$ cat config.mk
export PLATFORM = sky130hd
export DESIGN_NAME = psc_queue
export DESIGN_NICKNAME = d
export VERILOG_FILES = /design/src/rtl/core/psc_queue.sv
export SDC_FILE = /design/constraint.sdc
export NUM_CORES = 1
export LEC_CHECK = 0
export BUFFER_PORTS_ARGS = -buffer_cell sky130_fd_sc_hd__clkbuf_2
export CAP_MARGIN = 20
export CORE_AREA = 2 2 61 63
export CTS_BUF_LIST = sky130_fd_sc_hd__clkbuf_4 sky130_fd_sc_hd__clkbuf_8
export CTS_CLUSTER_DIAMETER = 150
export DETAILED_ROUTE_END_ITERATION = 8
export DIE_AREA = 0 0 63 65
export PLACE_DENSITY = 0.7
export SLEW_MARGIN = 40
export SYNTH_ARGS = -nofsm -noshare
export SYNTH_HDL_FRONTEND = slang
export SYNTH_SLANG_ARGS = --single-unit
$ cat constraint.sdc
create_clock -name clk -period 1.8 [get_ports clk]
set_input_delay 0.09 -clock clk [delete_from_list [all_inputs] [get_ports clk]]
set_output_delay 0.09 -clock clk [all_outputs]
set_load 0.01 [all_outputs]
$ cat src/rtl/core/psc_queue.sv
// Small first-in first-out queue with a fill count.
// Depends on nothing; used between front and back and at the result side.
module psc_queue #(
  parameter int WIDTH = 8,
  parameter int DEPTH = 4
) (
  input  logic             clk,
  input  logic             rst_n,
  input  logic             push,
  input  logic [WIDTH-1:0] wdata,
  output logic             full,
  input  logic             pop,
  output logic [WIDTH-1:0] rdata,
  output logic             empty
);

  localparam int AW = (DEPTH > 1) ? $clog2(DEPTH) : 1;
  localparam int CW = $clog2(DEPTH + 1);

  logic [WIDTH-1:0] mem [DEPTH];
  logic [AW-1:0]    wr_ptr_r, wr_ptr_nxt;
  logic [AW-1:0]    rd_ptr_r, rd_ptr_nxt;
  logic [CW-1:0]    count_r, count_nxt;
  logic             wr, rd;

  assign full  = (count_r == CW'(DEPTH));
  assign empty = (count_r == '0);
  assign wr    = push && !full;
  assign rd    = pop && !empty;
  assign rdata = mem[rd_ptr_r];

  // Pointer and fill count updates.
  always_comb begin
    wr_ptr_nxt = wr_ptr_r;
    rd_ptr_nxt = rd_ptr_r;
    if (wr) begin
      wr_ptr_nxt = (wr_ptr_r == AW'(DEPTH - 1)) ? '0 : wr_ptr_r + 1'b1;
    end
    if (rd) begin
      rd_ptr_nxt = (rd_ptr_r == AW'(DEPTH - 1)) ? '0 : rd_ptr_r + 1'b1;
    end
    unique case ({wr, rd})
      2'b10:   count_nxt = count_r + 1'b1;
      2'b01:   count_nxt = count_r - 1'b1;
      default: count_nxt = count_r;
    endcase
  end

  always_ff @(posedge clk) begin
    if (!rst_n) begin
      wr_ptr_r <= '0;
      rd_ptr_r <= '0;
      count_r  <= '0;
    end else begin
      wr_ptr_r <= wr_ptr_nxt;
      rd_ptr_r <= rd_ptr_nxt;
      count_r  <= count_nxt;
    end
  end

  // Storage write.
  always_ff @(posedge clk) begin
    if (wr) begin
      mem[wr_ptr_r] <= wdata;
    end
  end

`ifndef NO_ASSERTIONS
  a_count_bound: assert property (@(posedge clk) disable iff (!rst_n)
    count_r <= CW'(DEPTH))
    else $error("queue fill count beyond depth");
  a_count_up: assert property (@(posedge clk) disable iff (!rst_n)
    (wr && !rd) |=> (count_r == $past(count_r) + 1'b1))
    else $error("queue count did not rise on a lone write");
  a_ptr_match: assert property (@(posedge clk) disable iff (!rst_n)
    (empty || full) |-> (wr_ptr_r == rd_ptr_r))
    else $error("queue pointers disagree with fill count");
`endif

endmodule

==> flow_metrics.py <==
metrics = {
    "run_status": {
        "status": "finished, violations left",
        "violations": "setup timing",
    },
    "detailed_routing": {
        "drt_pass1_iterations": 4,
        "viasPerCell": 4.84,
        "vias": 949,
        "finalWirelength_um": 2810,
        "drt_iter0_drc": 44,
        "wl_per_cell_um": 14.4,
        "drc": 0,
        "drtAntennaViolNets": 0,
    },
    "synth": {
        "synth_edf_count": 32,
        "ys_ff_latch": 41,
        "syn_nets": 117,
        "synth-async-reset-ratio": 0,
        "syn_area_um2": 1640,
        "ys.flop_type": "edfxtp_1",
        "yosysSeqAreaShare": 0.694,
        "ys_types": 22,
        "yosys_warnings": 0,
        "avgSynthCellArea_um2": 16.8,
        "synth_cells": 98,
    },
    "clock_tree": {
        "path_clk_slew_ps": 100,
        "cts-buffers-inserted": 5,
        "h-tree-depth": 2,
        "clockBufferDepth": 2,
        "root_buffer": "clkbuf_4",
        "clk_latency_ps": 330,
        "cts_tree": "yes",
        "clock-sinks": 41,
    },
    "sta": {
        "tns_ps": -87.6,
        "min_period_over_period": 1.05,
        "finalHoldViolCount": 0,
        "relSlewSlack": 0.741,
        "setup_ws_ps": -86.0,
        "tightest_slew_ps": 388,
        "setup_viol": 2,
        "timing.clock.skew_ps": 9.81,
        "rsz0062_at_grt": "true",
        "drv_slew": 0,
        "clock.fmax_ghz": 0.530,
        "period_needed_ps": 1890,
    },
    "die": {
        "io_pins": 22,
        "die_area_um2": 4100,
        "row_count": 22,
        "core-area_um2": 3500,
        "start_util": 0.470,
        "die_height_um": 65,
        "fp.dieW_um": 63,
    },
    "pwr": {
        "power.total_w": 0.00249,
        "peakVddDrop_mv": 0.707,
        "p_leak_nw": 0.801,
        "p_per_area_nw_per_um2": 1190,
    },
    "layout": {
        "nNetsFinal": 166,
        "antenna_cells": 0,
        "drive_gt1_frac": 0.426,
        "final_cell_mix": "32 x edfxtp_1, 21 x clkbuf_2, 17 x buf_4",
        "fin_util": 0.597,
        "areaGrowthSynthToFinish_pct": 26.9,
        "final_common_cell": "edfxtp_1",
    },
    "min_path": {
        "min_path_cells": 2,
        "hold_path_class": "in2reg",
    },
    "setup_path": {
        "cp_slowest_cell": "dfxtp_4",
        "ff2ff_path_depth": 9,
        "crit_path_max_incr_delay_ps": 370,
        "worst-path-stages": 9,
        "worstPathRequired_ps": 2050,
        "crit_buf_inv": 2,
        "crit_path_cell_trace": "nor3b_4, nor2b_2, inv_2, ha_4, inv_2, fa_2, xor2_1, or3_1, a21boi_1",
        "cp-end-kind": "flop",
        "start_kind": "flop",
        "cp_max_fo": 3,
        "crit_top_cell": "inv_2",
        "worstPathArrival_ps": 2140,
        "cpLargestDelayFamily": "simple AND/OR/NAND/NOR gates",
        "criticalPathCategory": "reg2reg",
    },
    "grt": {
        "overflow": 0,
        "grt_pass1_vias": 1013,
        "grt_pass1_wl_um": 4650,
        "grt_max_degree": 13,
        "antenna_found_initial": 0,
        "grt_use_total": 0.155,
    },
    "run": {
        "cap_violations": 0,
    },
    "place": {
        "portBuffers": 21,
        "dp_hpwl_um": 1910,
        "place.gp.congestion": 0.746,
    },
}
logic make-up (layout without fill, tap and decap cells):
group / Yosys count / after routing / synth area share
simple gates: 21 / 21 / 0.0677
buf+inv: 11 / 61 / 0.0266
xor+xnor: 2 / 2 / 0.0107
fa+ha+maj: 7 / 7 / 0.0578
flops: 41 / 41 / 0.694
compound gates: 6 / 6 / 0.0213
mux: 10 / 10 / 0.122
layer usage:
metal | track usage | vias up | part of all wire
met2 | 0.271 | 18 | 0.56
met3 | 0.0434 | 2 | 0.028
met1 | 0.181 | 471 | 0.41
met5 | 0 | - | 0
li1 | - | 458 | -
met4 | 0.0611 | 0 | 0.0068
state kept, by name, summed over array words and instances, names as in the netlist, named ones only:
name and count:
count_r 3, mem 32, rd_ptr_r 2, wr_ptr_r 2
cells in the mapped netlist, drive strengths merged, types with 2 or more instances:
cell    count  share of area
nand2       7          0.016
and2        6          0.023
edfxtp     32           0.58
ha          6          0.046
clkbuf      2         0.0046
buf         2         0.0061
inv         7          0.016
mux4        8           0.11
nand3       2         0.0061
nor2        2         0.0046
dfxtp       9           0.11
mux2i       2          0.012
o21ai       4          0.012
power by group:
group,internal [W],total [W],switching (W)
sequential,0.00116,0.00124,0.0000727
combinational,0.000445,0.000814,0.000369
clock,0.000183,0.000442,0.000259
final timing paths:
| check | from | endpoint | slack (ps) |
|---|---|---|---|
| min reg2reg | wr_ptr_r[1] | wr_ptr_r[1] | 510 |
| max reg2reg | count_r[0] | count_r[2] | -90 |
| max | count_r[0] | count_r[2] | -90 |
| min | rst_n | count_r[0] | 140 |
final cells by class:
cell class	instances	area, µm²
sequential	41	1150
clock buffer	7	52.6
tap	48	60.1
fill	267	1410
multi-input combinational	46	483
timing repair buffer	46	313
inverter	7	26.3
clock inverter	1	5.00
repair_timing:
item                                    in CTS  in global routing
hold buffers                                 8                  0
setup buffers                                2                  2
pin swaps                                    3                  2
resized for setup                            2                  0
endpoints found under the hold margin       32                  0
endpoints found under the setup margin       2                  2
stage by stage:
step	worst slack, ps	hold WS (ps)	instance area (µm²)	cells
6_report	-86.0	140	2090	196
5_1_grt	-179	145	2090	196
4_1_cts	-70.0	130	2070	194
3_5_place_dp	-75.3	319	1920	176
3_3_place_gp	11.9	307	1920	176
2_1_floorplan	-179	189	1670	98
Note: power is estimated with default switching activity, not from simulation.
